File: src/hdl/kwsm_pkg.sv
// ----------------------------------------------------------------------------
// kwsm_pkg
// Shared types and constants for the k-way sorted list merge block.
// ----------------------------------------------------------------------------
package kwsm_pkg;

    localparam int MaxListsDefault  = 4;
    localparam int ListDepthDefault = 16;
    localparam int CfgLanes         = 3;
    localparam logic [2:0] ListsInUseReset = 3'd3;

    localparam logic CmdAppend = 1'b0;
    localparam logic CmdMerge  = 1'b1;

    localparam logic [0:0] RegListsInUse = 1'd0;

    typedef enum logic [2:0] {
        ST_IDLE,
        ST_READ,
        ST_CHOOSE,
        ST_EMIT,
        ST_EMPTY
    } t_state;

endpackage

File: src/hdl/kwsm_store.sv
// ----------------------------------------------------------------------------
// kwsm_store
// List storage memory: one write port and one registered read port.
// ----------------------------------------------------------------------------
module kwsm_store #(
    parameter int AW = 6
) (
    input  logic          i_clk,
    input  logic          i_we,
    input  logic [AW-1:0] i_waddr,
    input  logic [31:0]   i_wdata,
    input  logic [AW-1:0] i_raddr,
    output logic [31:0]   o_rdata
);

    logic [31:0] r_mem [2**AW];
    logic [31:0] r_rdata;

    // Write port.
    always_ff @(posedge i_clk) begin
        if (i_we) begin
            r_mem[i_waddr] <= i_wdata;
        end
    end

    // Registered read port.
    always_ff @(posedge i_clk) begin
        r_rdata <= r_mem[i_raddr];
    end

    assign o_rdata = r_rdata;

endmodule

File: src/hdl/k_way_sorted_list_merge.sv
// ----------------------------------------------------------------------------
// k_way_sorted_list_merge
// Holds up to MAX_LISTS lists in one memory and emits their merge.
// ----------------------------------------------------------------------------
// Channel  | Direction | Contents
// s_axis   | in        | tdata: value[31:0]; tuser: command[0], list_select[2:1]
// m_axis   | out       | tdata: merged_value; tlast: last; tuser: empty_res, overflowed
// apb      | in        | register 0 lists_in_use at address 0
//
// An append request is taken in the idle state. A merge request is accepted in
// the idle state; each merged value then takes a read state and a choose state for
// every one of the n lists in use, then the emit state, which waits for the output.
// An empty merge passes through the read state and gives its single result.
// Reset is synchronous; the store needs none. A stalled output holds the block
// in its emit state, and no request is taken until the last value has left.
module k_way_sorted_list_merge #(
    parameter int MAX_LISTS  = kwsm_pkg::MaxListsDefault,
    parameter int LIST_DEPTH = kwsm_pkg::ListDepthDefault
) (
    input  logic        i_clk,
    input  logic        i_rst_n,
    input  logic        s_axis_tvalid,
    output logic        s_axis_tready,
    input  logic [31:0] s_axis_tdata,   // value[31:0]
    input  logic [2:0]  s_axis_tuser,   // command[0], list_select[2:1]
    output logic        m_axis_tvalid,
    input  logic        m_axis_tready,
    output logic [31:0] m_axis_tdata,   // merged_value[31:0]
    output logic        m_axis_tlast,
    output logic [1:0]  m_axis_tuser,   // empty_res[0], overflowed[1]
    input  logic        psel,
    input  logic        penable,
    input  logic        pwrite,
    input  logic [2:0]  paddr,
    input  logic [31:0] pwdata,
    output logic [31:0] prdata,
    output logic        pready
);

    localparam int LW = $clog2(MAX_LISTS);
    localparam int DW = (LIST_DEPTH > 1) ? $clog2(LIST_DEPTH) : 1;
    localparam int CW = $clog2(LIST_DEPTH + 1);
    localparam int AW = LW + DW;

    kwsm_pkg::t_state r_state, n_state;
    logic [2:0]    r_cfg;
    logic [CW-1:0] r_len [MAX_LISTS];
    logic [CW-1:0] r_pos [MAX_LISTS];
    logic          r_drop;
    logic [LW-1:0] r_ptr;           // scan step within the current value
    logic [LW-1:0] r_start;         // first list of the scan order
    logic [LW-1:0] r_best;
    logic          r_have;
    logic [31:0]   r_bval;
    logic [LW:0]   r_nuse;
    logic [31:0]   r_out;
    logic          r_last;
    logic [CW+LW:0] r_left;

    logic          app_fire, mrg_fire, out_fire, cfg_we;
    logic [1:0]    sel;
    logic          sel_ok, full;
    logic [AW-1:0] waddr, raddr;
    logic [31:0]   rdata;
    logic [LW-1:0] sel_l;
    logic [LW:0]   cur_sum;
    logic [LW-1:0] cur;
    logic          cur_ok, take, scan_end;

    assign pready = 1'b1;
    assign cfg_we = psel && penable && pwrite && (paddr[2] == kwsm_pkg::RegListsInUse);
    assign prdata = (paddr[2] == kwsm_pkg::RegListsInUse) ? {29'd0, r_cfg} : 32'd0;

    assign sel   = s_axis_tuser[2:1];
    assign sel_ok = (32'(sel) < MAX_LISTS);
    assign sel_l = LW'(sel);
    assign full  = r_len[sel_l] >= CW'(LIST_DEPTH);
    assign s_axis_tready = (r_state == kwsm_pkg::ST_IDLE);
    assign app_fire = s_axis_tvalid && s_axis_tready && (s_axis_tuser[0] == kwsm_pkg::CmdAppend);
    assign mrg_fire = s_axis_tvalid && s_axis_tready && (s_axis_tuser[0] == kwsm_pkg::CmdMerge);
    assign out_fire = m_axis_tvalid && m_axis_tready;

    // The pairwise queue merge is a tournament whose leaves, read in order, are
    // the lists rotated to start at r_start; scanning in that order and letting
    // a later list win ties gives the same choice at every step.
    assign cur_sum  = {1'b0, r_start} + {1'b0, r_ptr};
    assign cur      = (cur_sum >= r_nuse) ? LW'(cur_sum - r_nuse) : LW'(cur_sum);
    assign cur_ok   = r_pos[cur] < r_len[cur];
    assign take     = cur_ok && (!r_have || !($signed(r_bval) < $signed(rdata)));
    assign scan_end = ({1'b0, r_ptr} + 1'b1 >= r_nuse);

    assign waddr = {sel_l, DW'(r_len[sel_l])};
    assign raddr = {cur, DW'(r_pos[cur])};

    kwsm_store #(.AW(AW)) u_store (
        .i_clk  (i_clk),
        .i_we   (app_fire && sel_ok && !full),
        .i_waddr(waddr),
        .i_wdata(s_axis_tdata),
        .i_raddr(raddr),
        .o_rdata(rdata)
    );

    // Next state.
    always_comb begin
        n_state = r_state;
        unique case (r_state)
            kwsm_pkg::ST_IDLE: begin
                if (mrg_fire) n_state = kwsm_pkg::ST_READ;
            end
            kwsm_pkg::ST_READ: begin
                if (r_left == '0) n_state = kwsm_pkg::ST_EMPTY;
                else n_state = kwsm_pkg::ST_CHOOSE;
            end
            kwsm_pkg::ST_CHOOSE: begin
                if (scan_end) n_state = kwsm_pkg::ST_EMIT;
                else n_state = kwsm_pkg::ST_READ;
            end
            kwsm_pkg::ST_EMIT: begin
                if (out_fire) n_state = r_last ? kwsm_pkg::ST_IDLE : kwsm_pkg::ST_READ;
            end
            kwsm_pkg::ST_EMPTY: begin
                if (out_fire) n_state = kwsm_pkg::ST_IDLE;
            end
            default: n_state = kwsm_pkg::ST_IDLE;
        endcase
    end

    // Outputs.
    always_comb begin
        m_axis_tvalid = (r_state == kwsm_pkg::ST_EMIT) || (r_state == kwsm_pkg::ST_EMPTY);
        m_axis_tdata  = (r_state == kwsm_pkg::ST_EMPTY) ? 32'd0 : r_out;
        m_axis_tlast  = (r_state == kwsm_pkg::ST_EMPTY) ? 1'b1 : r_last;
        m_axis_tuser  = {r_drop, r_state == kwsm_pkg::ST_EMPTY};
    end

    always_ff @(posedge i_clk) begin
        if (!i_rst_n) r_state <= kwsm_pkg::ST_IDLE;
        else r_state <= n_state;
    end

    // Configuration, lengths and flag.
    always_ff @(posedge i_clk) begin
        if (!i_rst_n) begin
            r_cfg  <= kwsm_pkg::ListsInUseReset;
            r_drop <= 1'b0;
            for (int i = 0; i < MAX_LISTS; i++) r_len[i] <= '0;
        end else begin
            if (cfg_we) r_cfg <= pwdata[2:0];
            if (app_fire) begin
                if (!sel_ok || full) r_drop <= 1'b1;
                else r_len[sel_l] <= r_len[sel_l] + 1'b1;
            end
            if (out_fire && m_axis_tlast) begin
                r_drop <= 1'b0;
                for (int i = 0; i < MAX_LISTS; i++) r_len[i] <= '0;
            end
        end
    end

    // Merge sequencer: scan heads in tournament order; a later list wins ties.
    always_ff @(posedge i_clk) begin
        logic [LW:0] nu;
        logic [CW+LW:0] tot;
        logic [LW+1:0] pw;
        logic [LW:0] diff;
        if (!i_rst_n) begin
            r_ptr <= '0; r_have <= 1'b0; r_left <= '0; r_nuse <= '0; r_start <= '0;
            for (int i = 0; i < MAX_LISTS; i++) r_pos[i] <= '0;
        end else begin
            if (mrg_fire) begin
                nu = (r_cfg == 3'd0) ? (LW+1)'(1) :
                     (32'(r_cfg) > MAX_LISTS) ? (LW+1)'(MAX_LISTS) : (LW+1)'(r_cfg);
                tot = '0;
                for (int i = 0; i < MAX_LISTS; i++)
                    if (i < 32'(nu)) tot = tot + (CW+LW+1)'(r_len[i]);
                // Largest power of two not above the list count.
                pw = (LW+2)'(1);
                for (int i = 0; i < LW; i++)
                    if ({pw[LW:0], 1'b0} <= (LW+2)'(nu)) pw = {pw[LW:0], 1'b0};
                diff = nu - pw[LW:0];
                r_start <= LW'({diff, 1'b0});
                r_nuse <= nu; r_left <= tot; r_ptr <= '0; r_have <= 1'b0;
                for (int i = 0; i < MAX_LISTS; i++) r_pos[i] <= '0;
            end
            if (r_state == kwsm_pkg::ST_CHOOSE) begin
                if (scan_end) begin
                    r_out  <= take ? rdata : r_bval;
                    r_pos[take ? cur : r_best] <= r_pos[take ? cur : r_best] + 1'b1;
                    r_last <= (r_left == (CW+LW+1)'(1));
                    r_left <= r_left - 1'b1;
                    r_ptr  <= '0;
                    r_have <= 1'b0;
                end else begin
                    if (take) begin
                        r_have <= 1'b1; r_bval <= rdata; r_best <= cur;
                    end
                    r_ptr <= r_ptr + 1'b1;
                end
            end
        end
    end

endmodule

File: config.mk
export PLATFORM = sky130hd
export DESIGN_NAME = k_way_sorted_list_merge
export DESIGN_NICKNAME = d
export VERILOG_FILES = /design/src/hdl/kwsm_pkg.sv /design/src/hdl/kwsm_store.sv /design/src/hdl/k_way_sorted_list_merge.sv
export SDC_FILE = /design/constraint.sdc
export NUM_CORES = 2
export LEC_CHECK = 0
export BUFFER_PORTS_ARGS = -buffer_cell sky130_fd_sc_hd__buf_2
export CAP_MARGIN = 30
export CORE_MARGIN = 10
export CORE_UTILIZATION = 50
export DETAILED_ROUTE_END_ITERATION = 7
export PLACE_DENSITY = 0.74
export REMOVE_ABC_BUFFERS = 1
export SYNTH_ARGS = -nofsm -noshare
export SYNTH_HDL_FRONTEND = slang
export SYNTH_SLANG_ARGS = --single-unit
File: constraint.sdc
create_clock -name i_clk -period 16.2 [get_ports i_clk]
set_clock_uncertainty 0.2 [all_clocks]
set_input_delay 2.43 -clock i_clk [delete_from_list [all_inputs] [get_ports i_clk]]
set_output_delay 2.43 -clock i_clk [all_outputs]
set_load 0.01 [all_outputs]
Word-level counts from Yosys, hierarchy flattened
Memory sizes are Yosys's and may differ from the RTL's. A register that Yosys moved wholly into a read port is not among the register bits.
Cells that the tools add are included.
{"block": "word_totals", "register_bits": 89, "mem_bits_rw": 2088, "inputBits": 77, "output_inout_bits": 70, "elab_cells": 156, "n_memories": 3}
{"block": "op_classes", "add_sub_neg": 11, "magnitude_cmp": 12, "eq_ne": 8, "mux": 72, "bitwise_logic": 12, "n_reduce_logical": 26}
{"memory": "u_store.r_mem", "depth": 64, "width": 32, "rd": 1, "rd_ports_with_merged_regs": 1, "write_ports": 1, "line_no": "kwsm_store.sv:16", "rtl": "logic [31:0] r_mem [2**AW];"}
{"memory": "r_len", "depth": 4, "width": 5, "rd": 6, "rd_ports_with_merged_regs": 0, "write_ports": 4, "line_no": "k_way_sorted_list_merge.sv:47", "rtl": "logic [CW-1:0] r_len [MAX_LISTS];"}
{"memory": "r_pos", "depth": 4, "width": 5, "rd": 2, "rd_ports_with_merged_regs": 0, "write_ports": 4, "line_no": "k_way_sorted_list_merge.sv:48", "rtl": "logic [CW-1:0] r_pos [MAX_LISTS];"}
{"operator": "$mux 8", "n": 12}
{"operator": "$mux 32", "n": 2}
{"operator": "$mux 5", "n": 11}
{"operator": "$lt 32x32->1", "n": 1}
{"operator": "$mux 1", "n": 28}
{"operator": "$mux 3", "n": 9}
{"operator": "$add 8x5->8", "n": 3}
{"operator": "$mux 2", "n": 9}
{"operator": "$pmux 3 s5", "n": 1}
{"operator": "$add 5x1->5 const B", "n": 2}
{"operator": "$logic_and 1x1->1", "n": 10}
{"operator": "$reduce_or 5->1", "n": 2}
{"operator": "$reduce_and 3->1", "n": 3}
{"operator": "$eq 8x1->1 const B", "n": 1}
{"operator": "$logic_not 8->1", "n": 1}
{"operator": "$or 1x1->1", "n": 8}
{"operator": "$sub 8x1->8 const B", "n": 1}
{"operator": "$eq 3x2->1 const B", "n": 2}
{"operator": "$ge 3x3->1", "n": 2}
{"operator": "$logic_not 3->1", "n": 2}
{"operator": "$lt 1x3->1 const A", "n": 2}
{"operator": "$lt 2x3->1 const A", "n": 2}
{"operator": "$ge 5x5->1 const B", "n": 1}
{"operator": "$lt 5x5->1", "n": 1}
{"operator": "18 further kinds", "n": 25}

Depth between registers and ports, before layout
{"block": "logic_depth", "word_depth": 20, "mapped_depth": 26, "ltp_nobuf": 22}

By module
Synthesis repeated with hierarchy kept, for this count alone.
{"block": "unflattened", "cells_unflattened": 4145, "area_unflattened_um2": 86775.7}
{"module": "kwsm_store", "n_inst": 1, "cells_each": 3324, "area_each_um2": 78515.3, "seq_area_each_um2": 62139.6}
{"module": "k_way_sorted_list_merge", "n_inst": 1, "cells_each": 821, "area_each_um2": 8260.4, "seq_area_each_um2": 3653.5}

Worst setup path before layout
OpenSTA, ideal clock, no wires.
{"block": "synth_timing", "kind": "input to register", "start": "input i_rst_n", "end": "register r_best[0], enable pin", "setup_time_ns": 0.511, "arrival_ns": 5.982, "required_time_ns": 15.489, "path_slack_ns": 9.507, "path_stages": 2, "path_buffers": 0, "path_cell_list": "clkinv_1 -> nor4_1"}
{"block": "synth_via", "elab_chain_cells": 1}
{"item": "from (decl)", "line_no": "k_way_sorted_list_merge.sv:21", "rtl": "input logic i_rst_n,"}
{"item": "$reduce_and 3->1 (no source line)"}
{"item": "to (signal assigned)", "line_no": "k_way_sorted_list_merge.sv:196", "rtl": "r_have <= 1'b1; r_bval <= rdata; r_best <= cur;"}
{"item": "to (decl)", "line_no": "k_way_sorted_list_merge.sv:52", "rtl": "logic [LW-1:0] r_best;"}
Every way passes these cells.
A chain may end at the register's enable or synchronous reset.

Worst setup path after layout
{"block": "layout_timing", "start": "register r_ptr[0]", "end": "register u_store.r_rdata[24], in the netlist u_store.o_rdata[24] (read register of u_store.r_mem)"}
{"block": "layout_via", "elab_chain_cells": 4, "word_cells_on_any_way": 5, "cone_classes": "2 x add/sub; 1 x order compare; 1 x mux; 1 x memory"}
{"item": "from (decl)", "line_no": "k_way_sorted_list_merge.sv:50", "rtl": "logic [LW-1:0] r_ptr;"}
{"item": "from (signal assigned)", "line_no": "k_way_sorted_list_merge.sv:198", "rtl": "r_ptr <= r_ptr + 1'b1;"}
{"item": "$add 2x2->3 *", "line_no": "k_way_sorted_list_merge.sv:86", "rtl": "assign cur_sum = {1'b0, r_start} + {1'b0, r_ptr};"}
{"item": "$ge 3x3->1 or $sub 2x2->2 (tied branches)", "line_no": "k_way_sorted_list_merge.sv:87", "rtl": "assign cur = (cur_sum >= r_nuse) ? LW'(cur_sum - r_nuse) : LW'(cur_sum);"}
{"item": "$mux 2 *", "line_no": "k_way_sorted_list_merge.sv:87"}
{"item": "$mem_v2 4x5"}
{"item": "to (decl)", "line_no": "kwsm_store.sv:17", "rtl": "logic [31:0] r_rdata;"}
Every way passes the cells marked *; elsewhere a longest branch is shown, timed or not.

==> flow_metrics.tcl <==
set metrics [dict create \
    outcome "finished, violations left" \
    violations "antenna rules" \
    htree_levels 4 \
    core_region_area_sq_um 172100 \
    cts_root_buf "clkbuf_16" \
    synthArstFlopShare_pct 0 \
    cap_violations 0 \
    startpoint_type "register" \
    fmax_ghz 0.1250 \
    fin_nets 4360 \
    initial_utilization_pct 50.41 \
    finalHoldViolations 0 \
    reg2reg_depth 14 \
    grt_pass1_wl_mm 305.0 \
    min-delay-start "r_nuse[1]" \
    fin_cells 6697 \
    dieHeight_um 436.6 \
    wire_per_inst_um 31.76 \
    leakagePower_nw 30.54 \
    ys_types 65 \
    gp_congestion 0.8295 \
    synth_ff_type "edfxtp_1" \
    syn_inst 3989 \
    dp_cells 6322 \
    synth.avg_cell_area_sq_um 21.75 \
    clock_path_buffers 3 \
    layout-drive-gt1-share_pct 28.38 \
    grt_max_degree 127 \
    setup_tns_ns 0 \
    final_common_cell "edfxtp_1" \
    power_mw 15.59 \
    synth_warnings 0 \
    max_slew_margin_pct 16.88 \
    portBuffers 85 \
    irDropWorstVdd_mv 0.1327 \
    utilization_pct 56.54 \
    wl_mm 212.7 \
    min_period_ns 8.001 \
    synth_edf_count 2155 \
    powerDensity_nw_per_um2 160.2 \
    crit_path_max_incr_delay_ns 1.00 \
    ff2ff_setup_slack_ns 8.20 \
    dp_hpwl_mm 109.1 \
    die_area_sq_um 190600 \
    cts_setup_buffers 0 \
    critical_path_class "reg2reg" \
    rsz0062_at_grt "false" \
    path_clk_slew_ns 0.06 \
    hold_depth 2 \
    synth-seq-cells 2209 \
    remaining_drc_errors 0 \
    vias_per_cell 6.329 \
    setup_viol 0 \
    ant_nets 1 \
    synth_area_sq_um 86760 \
    cts_tree "yes" \
    min-delay-path-class "reg2reg" \
    startpoint "r_ptr[0]" \
    rr_startpoint "r_ptr[0]" \
    slew_violations 0 \
    path_cells "inv_1, ha_1, nand2b_1, a311oi_2, a221o_4, buf_4, o21a_4, buf_4, buf_4, mux4_2, mux4_2, and2_1, a211oi_1, a31oi_1" \
    crit_path_end_kind "register" \
    overflow 0 \
    arrival_ns 8.46 \
    period_share_pct 49.39 \
    clk_latency_ns 0.83 \
    seq_area_frac_synth_pct 75.83 \
    path_common_cell "buf_4" \
    via_count 42390 \
    die_w_um 436.6 \
    syn2layout_area_growth_pct 12.15 \
    rows 152 \
    ctsHoldBuffers 0 \
    antenna_found_initial 22 \
    io_pins 147 \
    cp.required_ns 16.66 \
    first_iter_violations 5760 \
    drt_pass1_iterations 7 \
    clkSinkCount 2209 \
    layout_common_cells "edfxtp_1 (2155), mux4_2 (645), clkbuf_16 (205), nand2_1 (177), buf_4 (115)" \
    worstMarginPinSlew_ns 1.239 \
    holdWs_ns 0.2707 \
    grt_usage_pct 21.99 \
    grt_pass1_vias 42680 \
    cp_max_fo 54 \
    slowest_stage "a211oi_1" \
    cts_made_buffers 202 \
    ctsResizeCount 0 \
]
-- cells by family after synthesis --
family	share of synthesized area [%]
AO/OA/AOI/OAI	1.793
flip-flops	75.83
XOR/XNOR	0.1514
adder cells (fa/ha/maj)	0.9778
buffers and inverters	1.624
AND/OR/NAND/NOR	2.633
other	0.008656
multiplexers	16.98
-- synthesized netlist by cell type (all sizes together) (2+ instances only) --
cell	number	area [sq um]
nor3	25	125.1
nor4	3	25.02
o211ai	3	22.52
xnor2	8	70.07
edfxtp	2155	64710
buf	160	905.9
o21ai	71	355.3
a211oi	39	347.8
dfxtp	54	1081
nand2	179	671.9
o22ai	3	18.77
nor2b	48	300.3
conb	2	7.510
nor4bb	2	20.02
mux4	645	14530
a311oi	2	23.77
or2	2	12.51
o221ai	3	26.28
fa	3	60.06
nand4	5	31.28
a31oi	38	237.7
mux2	5	56.30
nand4b	2	17.52
o21a	8	60.06
nor3b	3	22.52
mux2i	15	150.1
nand3	19	95.09
ha	63	788.3
nand2b	17	106.4
or3	2	12.51
clkbuf	75	281.5
nor2	141	529.3
o21bai	4	30.03
xor2	7	61.31
inv	58	217.7
nor4b	3	26.28
and2	37	231.5
nand3b	3	22.52
a21oi	51	255.2
a21o	8	60.06
-- stage by stage --
stage	setup slack (ns)	area [sq um]
6_report	8.199	97310
3_3_place_gp	8.197	90500
4_1_cts	8.175	97260
5_1_grt	7.577	97280
3_5_place_dp	8.162	91010
2_1_floorplan	-12.71	85680
-- power breakdown --
group	switching [mW]	internal, mW
clock	2.02	2.53
sequential	0.0446	6.42
combinational	2.54	2.03
total	4.61	11.0
-- flip-flops by register name, summed over array words and instances, names as in the netlist --
register,count
u_store.r_mem,2048
r_out,32
r_cfg,3
u_store.o_rdata,32
r_nuse,3
r_have,1
r_best,2
r_pos,20
r_start,1
r_last,1
r_bval,32
r_state,3
r_len,20
r_ptr,2
r_left,8
r_drop,1
-- metal layers --
| metal | up-vias | part of all wire [%] | GRT usage [%] |
|---|---|---|---|
| met3 | 400 | 10 | 5.011 |
| li1 | 17000 | - | - |
| met1 | 22410 | 37 | 29.66 |
| met2 | 2562 | 49 | 35.22 |
| met4 | 16 | 3.9 | 8.242 |
| met5 | - | 0.049 | 0 |
-- worst paths after layout --
path	endpoint
worst min-delay path	r_nuse[1]
worst max register to register	u_store.o_rdata[24]
worst max-delay path	u_store.o_rdata[24]
worst min register to register	r_nuse[1]
-- critical path: cells and delay by family (launching register included) --
kind | cells | cell delay (ns)
fa+ha+maj | 1 | 0.36
mux | 2 | 1.03
flops | 1 | 0.36
compound gates | 5 | 3.04
buf+inv | 4 | 2.33
simple gates | 2 | 0.39
-- cell type report --
type | instances | area [sq um]
timing repair buffer | 231 | 1902
inverter | 59 | 221.5
clock inverter | 104 | 845.8
fill | 12150 | 74810
sequential | 2209 | 65790
tap | 2310 | 2890
multi-input combinational | 1514 | 20220
antenna | 11 | 27.53
clock buffer | 259 | 5403
(Power assumes the default switching activity.)
